### src/rtl/core/bmpd_pkg.sv
`timescale 1ns / 1ps
package bmpd_pkg;

    localparam int MaxDimension = 16384;

    typedef enum logic [1:0] {
        KIND_HEADER = 2'd0,
        KIND_PIXEL  = 2'd1,
        KIND_ERROR  = 2'd2
    } kind_t;

    typedef enum logic [2:0] {
        ERR_NONE      = 3'd0,
        ERR_SIGNATURE = 3'd1,
        ERR_HDR_SIZE  = 3'd2,
        ERR_DEPTH     = 3'd3,
        ERR_DIMENSION = 3'd4
    } err_t;

    typedef enum logic [5:0] {
        PH_IDLE   = 6'b000001,
        PH_HEADER = 6'b000010,
        PH_SKIP   = 6'b000100,
        PH_PIXEL  = 6'b001000,
        PH_PAD    = 6'b010000,
        PH_HALT   = 6'b100000
    } phase_t;

    typedef struct packed {
        logic [1:0]  kind;
        logic [2:0]  error_code;
        logic [7:0]  red;
        logic [7:0]  green;
        logic [7:0]  blue;
        logic [7:0]  alpha;
        logic [13:0] pixel_x;
        logic [13:0] pixel_y;
        logic [14:0] image_width;
        logic [14:0] image_height;
        logic        has_alpha;
        logic        last_pixel;
    } result_t;

endpackage

### src/rtl/core/bmpd_parser.sv
`timescale 1ns / 1ps
module bmpd_parser (
    input  logic              aclk,
    input  logic              aresetn,
    input  logic              in_valid,
    input  logic [7:0]        in_byte,
    input  logic              in_sof,
    output logic              res_valid,
    output bmpd_pkg::result_t res
);

    bmpd_pkg::phase_t phase_reg, phase_next;
    logic [31:0] pos_reg, pos_next;
    logic [31:0] shift_reg, shift_next;
    logic [31:0] offset_reg, offset_next;
    logic        small_reg, small_next;
    logic [14:0] width_reg, width_next;
    logic [14:0] height_reg, height_next;
    logic        four_reg, four_next;
    logic [13:0] col_reg, col_next;
    logic [13:0] rows_reg, rows_next;
    logic [1:0]  ch_reg, ch_next;
    logic [23:0] part_reg, part_next;
    logic [1:0]  pad_reg, pad_next;

    logic [31:0] sh;
    logic [15:0] sh_hi;
    logic [31:0] dimv;
    logic [31:0] offset_min;
    bmpd_pkg::phase_t ph;
    logic [31:0] pos;
    logic [23:0] part_cur;
    logic [1:0]  last_ch;
    logic        end_row;
    logic        end_img;
    logic [13:0] ypos;
    logic [1:0]  pad_calc;

    always_comb begin
        ph         = phase_reg;
        pos        = pos_reg;
        phase_next = phase_reg;
        pos_next   = pos_reg;
        shift_next = shift_reg;
        offset_next = offset_reg;
        small_next = small_reg;
        width_next = width_reg;
        height_next = height_reg;
        four_next  = four_reg;
        col_next   = col_reg;
        rows_next  = rows_reg;
        ch_next    = ch_reg;
        part_next  = part_reg;
        pad_next   = pad_reg;
        res_valid  = 1'b0;
        res        = '0;
        sh         = {in_byte, shift_reg[31:8]};
        sh_hi      = sh[31:16];
        dimv       = small_reg ? {16'd0, sh_hi} : sh;
        offset_min = 32'd14 + sh;
        last_ch    = four_reg ? 2'd3 : 2'd2;
        part_cur   = part_reg;
        end_row    = 1'b0;
        end_img    = 1'b0;
        ypos       = 14'(height_reg - 15'd1 - {1'b0, rows_reg});
        pad_calc   = 2'(3'd4 - 3'({1'b0, width_reg[1:0]} * {1'b0, last_ch} + 3'(width_reg[1:0])));
        if (in_valid) begin
            if (in_sof) begin
                ph = bmpd_pkg::PH_HEADER;
                pos = '0;
                sh = {in_byte, 24'd0};
                sh_hi = sh[31:16];
                offset_next = '0;
                small_next = 1'b0;
                width_next = '0;
                height_next = '0;
                four_next = 1'b0;
                col_next = '0;
                rows_next = '0;
                ch_next = '0;
                part_next = '0;
                pad_next = '0;
                phase_next = ph;
            end
            case (ph)
                bmpd_pkg::PH_HEADER: begin
                    shift_next = sh;
                    pos_next = pos + 32'd1;
                    res.image_width = width_next;
                    res.image_height = height_next;
                    if (pos == 32'd1) begin
                        if (sh_hi != 16'h4D42) begin
                            res_valid = 1'b1;
                            res = '0;
                            res.kind = bmpd_pkg::KIND_ERROR;
                            res.error_code = bmpd_pkg::ERR_SIGNATURE;
                            phase_next = bmpd_pkg::PH_HALT;
                        end
                    end else if (pos == 32'd13) begin
                        offset_next = sh;
                    end else if (pos == 32'd17) begin
                        small_next = (sh == 32'd12);
                        if (sh != 32'd12 && sh != 32'd40 && sh != 32'd124) begin
                            res_valid = 1'b1;
                            res = '0;
                            res.kind = bmpd_pkg::KIND_ERROR;
                            res.error_code = bmpd_pkg::ERR_HDR_SIZE;
                            phase_next = bmpd_pkg::PH_HALT;
                        end else if (offset_reg < offset_min) begin
                            res_valid = 1'b1;
                            res = '0;
                            res.kind = bmpd_pkg::KIND_ERROR;
                            res.error_code = bmpd_pkg::ERR_DIMENSION;
                            phase_next = bmpd_pkg::PH_HALT;
                        end
                    end else if (pos == (small_reg ? 32'd19 : 32'd21)
                                 || pos == (small_reg ? 32'd21 : 32'd25)) begin
                        if (dimv > 32'(bmpd_pkg::MaxDimension)) begin
                            res_valid = 1'b1;
                            res = '0;
                            res.kind = bmpd_pkg::KIND_ERROR;
                            res.error_code = bmpd_pkg::ERR_DIMENSION;
                            phase_next = bmpd_pkg::PH_HALT;
                        end else if (pos == (small_reg ? 32'd19 : 32'd21)) begin
                            width_next = dimv[14:0];
                        end else begin
                            height_next = dimv[14:0];
                        end
                    end else if (pos == (small_reg ? 32'd25 : 32'd29)) begin
                        res_valid = 1'b1;
                        res = '0;
                        if (sh_hi != 16'd32 && sh_hi != 16'd24) begin
                            res.kind = bmpd_pkg::KIND_ERROR;
                            res.error_code = bmpd_pkg::ERR_DEPTH;
                            phase_next = bmpd_pkg::PH_HALT;
                        end else begin
                            four_next = (sh_hi == 16'd32);
                            res.kind = bmpd_pkg::KIND_HEADER;
                            res.image_width = width_reg;
                            res.image_height = height_reg;
                            res.has_alpha = four_next;
                            phase_next = (width_reg == '0 || height_reg == '0) ?
                                bmpd_pkg::PH_HALT : bmpd_pkg::PH_SKIP;
                            col_next = '0;
                            rows_next = '0;
                            ch_next = '0;
                            part_next = '0;
                        end
                    end
                end
                bmpd_pkg::PH_SKIP, bmpd_pkg::PH_PIXEL: begin
                    if (ph == bmpd_pkg::PH_SKIP && pos_reg != offset_reg) begin
                        pos_next = pos_reg + 32'd1;
                    end else begin
                        phase_next = bmpd_pkg::PH_PIXEL;
                        case (ch_reg)
                            2'd0: part_cur = {part_reg[23:8], in_byte};
                            2'd1: part_cur = {part_reg[23:16], in_byte, part_reg[7:0]};
                            2'd2: part_cur = {in_byte, part_reg[15:0]};
                            default: part_cur = part_reg;
                        endcase
                        if (ch_reg != last_ch) begin
                            ch_next = ch_reg + 2'd1;
                            part_next = part_cur;
                        end else begin
                            end_row = ({1'b0, col_reg} + 15'd1 == width_reg);
                            end_img = end_row && ({1'b0, rows_reg} + 15'd1 == height_reg);
                            res_valid = 1'b1;
                            res.kind = bmpd_pkg::KIND_PIXEL;
                            res.red = part_cur[23:16];
                            res.green = part_cur[15:8];
                            res.blue = part_cur[7:0];
                            res.alpha = four_reg ? in_byte : 8'd0;
                            res.pixel_x = col_reg;
                            res.pixel_y = ypos;
                            res.image_width = width_reg;
                            res.image_height = height_reg;
                            res.has_alpha = four_reg;
                            res.last_pixel = end_img;
                            ch_next = '0;
                            part_next = '0;
                            if (end_img) begin
                                phase_next = bmpd_pkg::PH_HALT;
                            end else if (end_row) begin
                                col_next = '0;
                                rows_next = rows_reg + 14'd1;
                                pad_next = pad_calc;
                                phase_next = (pad_calc != 2'd0) ?
                                    bmpd_pkg::PH_PAD : bmpd_pkg::PH_PIXEL;
                            end else begin
                                col_next = col_reg + 14'd1;
                            end
                        end
                    end
                end
                bmpd_pkg::PH_PAD: begin
                    pad_next = pad_reg - 2'd1;
                    if (pad_reg == 2'd1) begin
                        phase_next = bmpd_pkg::PH_PIXEL;
                    end
                end
                default: begin
                end
            endcase
        end
    end

    always_ff @(posedge aclk) begin
        if (!aresetn) begin
            phase_reg <= bmpd_pkg::PH_IDLE;
            pos_reg <= '0;
            shift_reg <= '0;
            offset_reg <= '0;
            small_reg <= 1'b0;
            width_reg <= '0;
            height_reg <= '0;
            four_reg <= 1'b0;
            col_reg <= '0;
            rows_reg <= '0;
            ch_reg <= '0;
            part_reg <= '0;
            pad_reg <= '0;
        end else begin
            phase_reg <= phase_next;
            pos_reg <= pos_next;
            shift_reg <= shift_next;
            offset_reg <= offset_next;
            small_reg <= small_next;
            width_reg <= width_next;
            height_reg <= height_next;
            four_reg <= four_next;
            col_reg <= col_next;
            rows_reg <= rows_next;
            ch_reg <= ch_next;
            part_reg <= part_next;
            pad_reg <= pad_next;
        end
    end

endmodule

### src/rtl/core/bmpd_queue.sv
`timescale 1ns / 1ps
module bmpd_queue (
    input  logic              aclk,
    input  logic              aresetn,
    input  logic              wr_valid,
    input  bmpd_pkg::result_t wr_data,
    output logic              space_ok,
    output logic              rd_valid,
    output bmpd_pkg::result_t rd_data,
    input  logic              rd_ready
);

    bmpd_pkg::result_t mem_reg [4];
    logic [1:0] wptr_reg, rptr_reg;
    logic [2:0] cnt_reg;
    logic       do_wr, do_rd;

    assign rd_valid = (cnt_reg != 3'd0);
    assign rd_data  = mem_reg[rptr_reg];
    assign do_rd    = rd_valid && rd_ready;
    assign do_wr    = wr_valid;
    // Ready needs two free slots: one for the registered result in flight, one for the byte taken now.
    assign space_ok = (cnt_reg <= 3'd2);

    always_ff @(posedge aclk) begin
        if (do_wr) begin
            mem_reg[wptr_reg] <= wr_data;
        end
    end

    always_ff @(posedge aclk) begin
        if (!aresetn) begin
            wptr_reg <= '0;
            rptr_reg <= '0;
            cnt_reg <= '0;
        end else begin
            if (do_wr) begin
                wptr_reg <= wptr_reg + 2'd1;
            end
            if (do_rd) begin
                rptr_reg <= rptr_reg + 2'd1;
            end
            cnt_reg <= cnt_reg + {2'd0, do_wr} - {2'd0, do_rd};
        end
    end

endmodule

### src/rtl/core/bmp_stream_decoder.sv
`timescale 1ns / 1ps
// BMP stream decoder. Each input request carries one byte of a BMP file in
// file order on s_file_byte, with s_start_of_file high on the first byte.
// The decoder parses the header and emits one header result, then one pixel
// result per pixel with its column and row, or one error result, on the m_
// channel. Both channels use valid and ready.
// A byte is taken every cycle while the result queue has room. A result is
// registered in res_reg when the byte that completes it is accepted, is
// then written into the queue, and is offered on m_ from there. Throughput
// is one byte per cycle while the queue has room.
// The four-entry queue between parser and output lets the receiver stall;
// s_ready drops once the queue holds three results and returns as it drains.
// Synchronous active-low reset empties the queue and returns the parser to
// idle, where bytes are ignored until a start of file arrives.
module bmp_stream_decoder (
    input  logic        aclk,
    input  logic        aresetn,
    input  logic        s_valid,
    output logic        s_ready,
    input  logic [7:0]  s_file_byte,
    input  logic        s_start_of_file,
    output logic        m_valid,
    input  logic        m_ready,
    output logic [1:0]  m_kind,
    output logic [2:0]  m_error_code,
    output logic [7:0]  m_red,
    output logic [7:0]  m_green,
    output logic [7:0]  m_blue,
    output logic [7:0]  m_alpha,
    output logic [13:0] m_pixel_x,
    output logic [13:0] m_pixel_y,
    output logic [14:0] m_image_width,
    output logic [14:0] m_image_height,
    output logic        m_has_alpha,
    output logic        m_last_pixel
);

    logic              res_valid;
    bmpd_pkg::result_t res;
    bmpd_pkg::result_t q_out;
    logic              space_ok;
    logic              res_vld_reg;
    bmpd_pkg::result_t res_reg;

    assign s_ready = space_ok && aresetn;

    bmpd_parser u_parser (
        .aclk      (aclk),
        .aresetn   (aresetn),
        .in_valid  (s_valid && s_ready),
        .in_byte   (s_file_byte),
        .in_sof    (s_start_of_file),
        .res_valid (res_valid),
        .res       (res)
    );

    always_ff @(posedge aclk) begin
        res_reg <= res;
        if (!aresetn) begin
            res_vld_reg <= 1'b0;
        end else begin
            res_vld_reg <= res_valid;
        end
    end

    bmpd_queue u_queue (
        .aclk     (aclk),
        .aresetn  (aresetn),
        .wr_valid (res_vld_reg),
        .wr_data  (res_reg),
        .space_ok (space_ok),
        .rd_valid (m_valid),
        .rd_data  (q_out),
        .rd_ready (m_ready)
    );

    assign m_kind         = q_out.kind;
    assign m_error_code   = q_out.error_code;
    assign m_red          = q_out.red;
    assign m_green        = q_out.green;
    assign m_blue         = q_out.blue;
    assign m_alpha        = q_out.alpha;
    assign m_pixel_x      = q_out.pixel_x;
    assign m_pixel_y      = q_out.pixel_y;
    assign m_image_width  = q_out.image_width;
    assign m_image_height = q_out.image_height;
    assign m_has_alpha    = q_out.has_alpha;
    assign m_last_pixel   = q_out.last_pixel;

endmodule
### config.mk
export PLATFORM = sky130hd
export DESIGN_NAME = bmp_stream_decoder
export DESIGN_NICKNAME = d
export VERILOG_FILES = /design/src/rtl/core/bmpd_pkg.sv /design/src/rtl/core/bmpd_parser.sv /design/src/rtl/core/bmpd_queue.sv /design/src/rtl/core/bmp_stream_decoder.sv
export SDC_FILE = /design/constraint.sdc
export NUM_CORES = 1
export LEC_CHECK = 0
export BUFFER_PORTS_ARGS = -buffer_cell sky130_fd_sc_hd__buf_4
export CAP_MARGIN = 10
export CELL_PAD_IN_SITES_DETAIL_PLACEMENT = 1
export CELL_PAD_IN_SITES_GLOBAL_PLACEMENT = 1
export CORE_ASPECT_RATIO = 1.75
export CORE_MARGIN = 2
export CORE_UTILIZATION = 40
export DETAILED_ROUTE_END_ITERATION = 8
export PLACE_DENSITY = 0.72
export RECOVER_POWER = 100
export SETUP_SLACK_MARGIN = 0.5
export SYNTH_ARGS = -nofsm -noshare
export SYNTH_HDL_FRONTEND = slang
export SYNTH_HIERARCHICAL = 1
export SYNTH_SLANG_ARGS = --single-unit
### constraint.sdc
create_clock -name aclk -period 9.65 [get_ports aclk]
set_clock_uncertainty 0.15 [all_clocks]
set_input_delay 0.4825 -clock aclk [delete_from_list [all_inputs] [get_ports aclk]]
set_output_delay 0.4825 -clock aclk [all_outputs]
set_load 0.1 [all_outputs]
Yosys cells after proc, flatten, opt, wreduce, memory -nomap -nowiden --
Memories as Yosys holds them, arrays and structs flattened. A register that Yosys moved wholly into a read port is not among the register bits. Index checks and enable logic that the tools add are counted. Widths: inputs -> output; s select.
Word-level totals: memories kept 1, register bits 295, bits in read-only memories 0, output and inout port bits 99, latch bits 0, input bits 13, word-level logic and storage cells 249, RAM bits 388
Cells by class: bitwise gates (word level) 0, order comparisons 3, mux-type cells 152, multipliers 1, divide/modulo/power cells 0, shift-type cells 0, equality and inequality tests 26, $add $sub $neg 17, reductions and logical operators 20
Memory list:
- u_queue.mem_reg | depth 4, bits a word 97, read ports 1, clocked after memory_dff 1, wr ports 1, line bmpd_queue.sv:13 | bmpd_pkg::result_t mem_reg [4];
Operator list (count):
- $mux 97 | 9
- $mux 14 | 22
- $mux 32 | 9
- $mux 15 | 16
- $mux 24 | 10
- $mux 92 | 2
- $pmux 92 s2 | 1
- $mux 6 | 18
- $eq 32x32->1 | 3
- $pmux 24 s3 | 1
- $add 32x1->32 const B | 2
- $eq 32x4->1 const B | 2
- $pmux 32 s2 | 1
- $pmux 14 s2 | 2
- $pmux 24 s2 | 1
- $mux 2 | 19
- $add 4x32->32 const A | 1
- $eq 32x1->1 const B | 1
- $eq 32x5->1 const B | 1
- $gt 32x15->1 const B | 1
- $lt 32x32->1 | 1
- $ne 32x32->1 | 1
- $ne 32x4->1 const B | 1
- $ne 32x6->1 const B | 1
- other kinds (45) | 93

Logic depth before layout (Yosys ltp) --
Gate-level depths: netlist of the first run.
depth after elaboration 13, depth in mapped cells 22, gate-level depth less buffers 20

Cells and area by module --
The synthesis of the first run kept the hierarchy.
Modules (own cells, without submodules):
- bmpd_queue | area an instance 14468.9 um^2, cells an instance 554, sequential area each 11831.3 um^2, times used 1
- bmpd_parser | area an instance 12690.9 um^2, cells an instance 1699, sequential area each 3643.5 um^2, times used 1
- bmp_stream_decoder | area an instance 1981.9 um^2, cells an instance 101, sequential area each 1961.9 um^2, times used 1

Worst setup path after synthesis of the first run --
No wires, ideal clock.
path kind flip-flop to flip-flop, from register u_parser.shift_reg[10], to register res_vld_reg, data arrival time 3960 ps, stages on the path, launching flop included 22, slack 5424 ps, clock period less this slack 4226 ps, library setup time 116 ps, path buffers 2, required time 9384 ps, cells stage by stage dfxtp_1 > clkbuf_1 > inv_1 > ha_1 > nand2b_1 > nor2b_1 > nand4_1 > nor2_1 > and2_1 > clkbuf_1 > nand4_1 > xor2_1 > ha_1 > nand4_1 > nor3_1 > nand2_1 > a2111oi_0 > o21ai_0 > and3b_1 > o21ai_0 > a21oi_1 > and2_2
Between the ends: cells in the longest elaborated chain, start to end 10, elaborated cells between the ends (all ways) 19, those cells by class 1 x add/sub; 2 x order compare; 3 x eq/ne; 11 x mux; 2 x reduce/logical
RTL lines:
- start, declared | line bmpd_parser.sv:14 | logic [31:0] shift_reg, shift_next;
- start signal, assigned | line bmpd_parser.sv:226 | shift_reg <= shift_next;
- parallel branches: the longest is 6 deep, another holds $add 4x32->32
- $mux 1 * | line bmpd_parser.sv:101 | end else if (pos == 32'd17) begin
- $mux 1 * | line bmpd_parser.sv:99 | end else if (pos == 32'd13) begin
- $mux 1 * | line bmpd_parser.sv:91 | if (pos == 32'd1) begin
- $pmux 1 s2 * | line bmpd_parser.sv:85 | case (ph)
- end signal, assigned | line bmp_stream_decoder.sv:62 | res_vld_reg <= res_valid;
- end, declared | line bmp_stream_decoder.sv:42 | logic res_vld_reg;
Mark *: on every way between the ends. The select of a mux whose other input is x is not followed. A chain may end at the register's enable or synchronous reset.

==> results of run 1 <==
## metrics by stage
stage	hold WS, ns	setup WS, ns
5_1_grt	0.0701	1.96
4_1_cts	0.0386	4.42
3_5_place_dp	0.297	4.47
6_report	0.0658	2.45
3_3_place_gp	0.294	4.79
2_1_floorplan	0.283	5.42
## cell usage after synthesis, types with 6 or more instances
cell type and n:
o311ai_0 6, nand4_1 43, mux2i_1 34, clkbuf_1 114, ha_1 61, o31ai_1 15, mux4_2 97, nand2_1 188
a21oi_1 80, or3_1 12, a211oi_1 10, nand2b_1 25, xnor2_1 40, and4_1 11, a31oi_1 14, xor2_1 84
edfxtp_1 388, nor4_1 40, nor3_1 59, nand3_1 51, a21boi_0 10, and2_1 29, a21o_1 14, nor3b_1 34
inv_1 55, a22oi_1 70, buf_1 9, and3_1 38, o22ai_1 32, buf_2 13, o211ai_1 10, o21ai_0 59
dfxtp_1 289, nor2b_1 22, buf_4 6, nor2_1 203, o2bb2ai_1 7
## power by group
part	leakage (nW)	total (W)	switching (W)	internal, W
Sequential	6.55	0.00309	0.0000567	0.00304
Combinational	4.02	0.000873	0.000640	0.000233
Clock	0.979	0.00253	0.00111	0.00142
Total	11.5	0.00649	0.00181	0.00468
## per-layer routing
layer | GRT usage | routed length [um] | vias up
met5 | 0 | 0 | -
met4 | 0.130 | 5080 | 0
met3 | 0.0240 | 2690 | 224
met2 | 0.410 | 44800 | 463
met1 | 0.232 | 30200 | 10000
li1 | - | - | 8884
## worst min-delay path: cells and delay by family
kind                   cells  cell delay (ns)
AOI/OAI and AO/OA          1             0.05
buffers and inverters      1             0.18
and+or+nand+nor            1             0.08
## cells in the final DEF (no fill, tap or decap), drive strengths merged, types with 12 or more instances in the layout
cell type	synthesis	final
o31ai	15	15
mux4	97	97
nor2b	22	22
xor2	84	84
edfxtp	388	388
nor4	41	41
clkinv	0	16
mux2i	34	34
dfxtp	289	289
o22ai	32	32
nor3b	34	34
a31oi	14	14
nor3	59	59
nand4	44	44
nor2	203	203
or3	12	12
clkbuf	114	166
buf	33	43
nand2b	25	25
a22oi	70	70
nand2	188	188
ha	61	61
a21oi	80	80
o21ai	64	64
and2	30	30
inv	55	62
a21o	14	14
nand3	51	51
xnor2	40	40
and3	38	38
## cell families (layout without fill, tap and decap cells)
group	count (synthesis)	in the layout	share of synthesized area
buf+inv	202	305	0.0293
flops	677	677	0.598
mux	133	133	0.0874
fa+ha+maj	63	63	0.0276
compound gates	373	373	0.0851
xor+xnor	125	125	0.0381
simple gates	781	781	0.134
## how the worst max path moves through the flow
stage          cells past startpoint  slack, ns              startpoint                to
3_5_place_dp                      19       4.47   u_parser/shift_reg[9]        res_reg[5]
5_1_grt                            3       1.96                    flop  m_image_width[9]
2_1_floorplan                     21       5.42  u_parser/shift_reg[10]       res_vld_reg
4_1_cts                           19       4.42   u_parser/shift_reg[9]        res_reg[5]
3_3_place_gp                      19       4.79   u_parser/shift_reg[9]       res_vld_reg
6_report                           3       2.45                    flop  m_image_width[5]
## final cells by class
| cell class | instances | area, sq um |
|---|---|---|
| multi-input cells | 1475 | 10800 |
| flip-flops and latches | 677 | 17400 |
| well taps | 931 | 1160 |
| fillers | 7619 | 40100 |
| repair buffers | 139 | 683 |
| clock buffers | 70 | 1530 |
| inverters | 55 | 206 |
| clock inverters | 41 | 526 |
==> metrics.md, run 1 <==
| Metric | Value |
|---|---|
| Status | finished with violations |
| Violated checks | capacitance limit, slew limit |
| Largest stage delay, worst path | 2.17 ns |
| Yosys top cell by area | edfxtp_1 |
| Mapped Nets | 2430 |
| Slew headroom | -2.01 |
| WL final | 82800 um |
| FFs w/ async S/R, synth | 0 |
| WHS Endpoint | u_parser/shift_reg[25] |
| Cell mode on critical path | clkbuf_1 |
| Worst EP arrival | 6.57 ns |
| Num CTS Buffers | 59 |
| Worst R2R Setup Slack | 2.72 ns |
| Top cells by area, synth | edfxtp_1, dfxtp_1, mux4_2, ha_1, nor2_1 |
| Number of synthesized flops with an enable pin | 388 |
| Syn Area/Cell | 12.4 sq um |
| IO buf count | 111 |
| Max-Cap Viols | 18 |
| Total Nets Final | 2483 |
| Core box area | 72400 sq um |
| GR Overflow Total | 0 |
| Post-synth top area share | 0.400 |
| CTS Root Cell | clkbuf_16 |
| Final antenna-violating net count | 0 |
| Startpoint types | flop |
| Layout Utilization | 0.447 |
| Largest net degree at the start of global routing | 55 |
| Max reg flops | 388 |
| Worst setup EP type | output port |
| Critical R2R Launch | res_vld_reg |
| CP top delay family | buffers and inverters |
| Htree depth | 2 |
| Critical path buffers and inverters | 2 |
| Hold wc startpoint | s_file_byte[1] |
| Yosys warnings | 6 |
| Fin Setup TNS | 0 ns |
| Hold Path Class | in2reg |
| Crit path required time | 9.02 ns |
| Hold depth | 3 |
| Slew @ Worst Pin | 4.51 ns |
| ANT cells | 0 |
| Hold Buf Count CTS | 0 |
| Peak Freq | 0.139 GHz |
| DRC violations left | 0 |
| Synthesized area | 29100 sq um |
| Post-Synthesis Cells | 2354 |
| Post-Layout Inst Area | 32400 sq um |
| First-pass DRT Iterations | 5 |
| GPL Wtd Cong | 0.922 |
| Pwr dens | 200 nW/um^2 |
| Top FF cell, synth | edfxtp_1 |
| Vias per std cell | 5.78 |
| Post-CTS repair timing setup buffer count | 0 |
| Max Root-Sink Buffers | 3 |
| R2R depth | 2 |
| DP HPWL | 57700 um |
| DIE WIDTH | 208 um |
| Row cnt | 131 |
| Die area | 75100 sq um |
| #FFs+latches synth | 677 |
| Crit path cell chain | clkbuf_1, mux4_2, clkbuf_1 |
| RSZ-0062 raised after global routing | no |
| Slew Limit Fails | 750 |
| Number of distinct library cells after synthesis | 82 |
| Fin crit share | 0.747 |
| Die height | 361 um |
| First-pass GRT wire length | 127000 um |
| Peak VDD IR | 0.149 mV |
| Clock slew at reported path FFs | 0.08 ns |
| Routed vias | 19600 |
| Ports | 112 |
| Worst-Skew Late Latency | 0.64 ns |
| Slowest-stage cell, CP | clkbuf_1 |
| DP Area | 30800 sq um |
| Initial antenna violation count | 0 |
| Final setup fails | 0 |
| Pwr Total | 0.00649 W |
| CTS tree | done |
| Tot GR Track Use | 0.218 |
| Final Hold Viols | 0 |
| DRT iter0 DRCs | 957 |
| Clock sink count | 677 |
| CTS resizes | 0 |
| Sequential fraction of the synthesis area | 0.598 |
| Largest fanout on the critical path | 51 |
| WL/cell | 24.4 um |
| Vias in the first global route | 21200 |
| Initial Utilization | 0.402 |
| Inst Count DP | 3276 |
| Area delta synth->final | 11.1% |
| Share of layout cells above drive strength 1 | 0.104 |
| Worst Path Class, Setup | reg2out |
| Leak | 11.5 nW |
| Tmin final | 7.20 ns |
| Finished Layout Cells | 3388 |
| Worst reg2reg endpoint | u_queue/mem_reg[2][16] |
No activity file was read; power rests on OpenSTA's default activity.
==> inputs of run 2 (changes only) <==
clock period = 7 ns   (was 9.65 ns; I/O delays follow)
==> metrics.md, run 2 (synthesis results as in run 1) <==
| Metric | Value |
|---|---|
| Status | finished with violations |
| Violated checks | capacitance limit, slew limit |
| DRT iter0 DRCs | 999 |
| CTS tree | done |
| Tmin final | 6.07 ns |
| Worst-Skew Late Latency | 0.63 ns |
| R2R depth | 19 |
| Final setup fails | 0 |
| Largest net degree at the start of global routing | 84 |
| WL final | 83200 um |
| Fin crit share | 0.867 |
| Max reg flops | 388 |
| Psw | 0.00243 W |
| GR Overflow Total | 0 |
| Ports | 112 |
| Crit path required time | 6.50 ns |
| Commonest non-fill, non-tap cell in the layout | edfxtp_1 |
| Core box area | 72400 sq um |
| Filler Cell Count | 7603 |
| DP HPWL | 57900 um |
| DIE WIDTH | 208 um |
| Leak | 11.6 nW |
| Clock slew at reported path FFs | 0.07 ns |
| Slew @ Worst Pin | 3.21 ns |
| Row cnt | 131 |
| Max-Cap Viols | 15 |
| Peak VDD IR | 0.210 mV |
| IO buf count | 111 |
| Die area | 75100 sq um |
| CTS resizes | 0 |
| Routed vias | 19600 |
| Worst EP arrival | 5.57 ns |
| Initial antenna violation count | 1 |
| Fin Setup TNS | 0 ns |
| First-pass DRT Iterations | 5 |
| Area occupied by multi-input gates | 10800 sq um |
| Vias per std cell | 5.76 |
| Die height | 361 um |
| Sequential power share | 0.479 |
| Num CTS Buffers | 58 |
| WL/cell | 24.5 um |
| DRC violations left | 0 |
| Combinational group share of total power | 0.134 |
| Sw frac | 0.273 |
| Peak Freq | 0.165 GHz |
| Vias in the first global route | 21400 |
| First-pass GRT wire length | 130000 um |
| Largest fanout on the critical path | 50 |
| Area delta synth->final | 11.3% |
| Max Root-Sink Buffers | 3 |
| Initial Utilization | 0.402 |
| Slew Limit Fails | 645 |
| Post-Layout Inst Area | 32400 sq um |
| Worst Path Class, Setup | reg2out |
| Total Nets Final | 2493 |
| Pwr dens | 274 nW/um^2 |
| Final antenna-violating net count | 0 |
| Htree depth | 2 |
| Most frequent cells in the layout | edfxtp_1, dfxtp_1, nor2_1 |
| Slew headroom | -1.14 |
| Clk network pwr share | 0.386 |
| Hold Path Class | in2reg |
| Final Hold Viols | 0 |
| Worst setup EP type | output port |
| GPL Wtd Cong | 0.927 |
| Tot GR Track Use | 0.222 |
| DP Area | 30800 sq um |
| Clock sink count | 677 |
| Share of layout cells above drive strength 1 | 0.0997 |
| Register area | 17400 sq um |
| Int Power | 0.00646 W |
| RSZ-0062 raised after global routing | no |
| Startpoint types | flop |
| CTS Root Cell | clkbuf_16 |
| Hold depth | 2 |
## run 2: layout make-up
type / count / share of cell area
well taps: 931 / 0.0359
inverters: 55 / 0.00636
flip-flops and latches: 677 / 0.538
diodes: 1 / 0.0000771
clock buffers: 77 / 0.0514
repair buffers: 150 / 0.0228
clock inverters: 33 / 0.0117
multi-input cells: 1475 / 0.334
## run 2: worst paths after layout
kind / from / end / slack (ns)
worst max register to register: u_parser/shift_reg[9] / res_reg[6] / 1.13
worst min register to register: u_parser/part_reg[6] / u_parser/part_reg[6] / 0.31
worst min-delay path: aresetn / u_parser/phase_reg[0] / 0.06
worst max-delay path: flop / m_image_width[8] / 0.93
## run 2: power by group through the flow
stage	registers (W)	logic, W	clock network, W
floorplan	0.00428	0.00106	0
global placement	0.00435	0.00125	0
detailed placement	0.00435	0.00127	0
CTS	0.00427	0.00127	0.00351
global route	0.00427	0.00127	0.00365
finish	0.00426	0.00119	0.00344
## run 2: timing repair
| item | CTS | global route |
|---|---|---|
| hold buffers | 9 | 0 |
| setup buffers | 0 | 0 |
| hold endpoints to repair | 19 | 0 |
## run 2: worst max-delay path, cell delays in order (launching register included)
cell and delay (ns):
dfxtp_1 2.15, clkbuf_2 1.32, mux4_2 0.45, clkbuf_1 0.88
## run 2: metrics by stage
step / hold slack [ns] / cells / utilization / setup slack (ns) / power (W)
floorplan: 0.283 / 2354 / - / 2.77 / 0.00534
finish: 0.0585 / 3399 / 0.448 / 0.933 / 0.00890
global placement: 0.293 / 3277 / 0.425 / 2.05 / 0.00560
CTS: 0.0455 / 3396 / 0.454 / 1.64 / 0.00905
global route: 0.0756 / 3398 / 0.448 / 0.626 / 0.00919
detailed placement: 0.298 / 3277 / 0.425 / 1.68 / 0.00562
## run 2: per-layer routing
| layer | track usage | wire [um] | up-vias |
|---|---|---|---|
| met5 | 0 | 0 | - |
| met4 | 0.138 | 5650 | 0 |
| met3 | 0.0300 | 3070 | 233 |
| met2 | 0.409 | 44000 | 444 |
| met1 | 0.240 | 30500 | 10000 |
| li1 | - | - | 8898 |
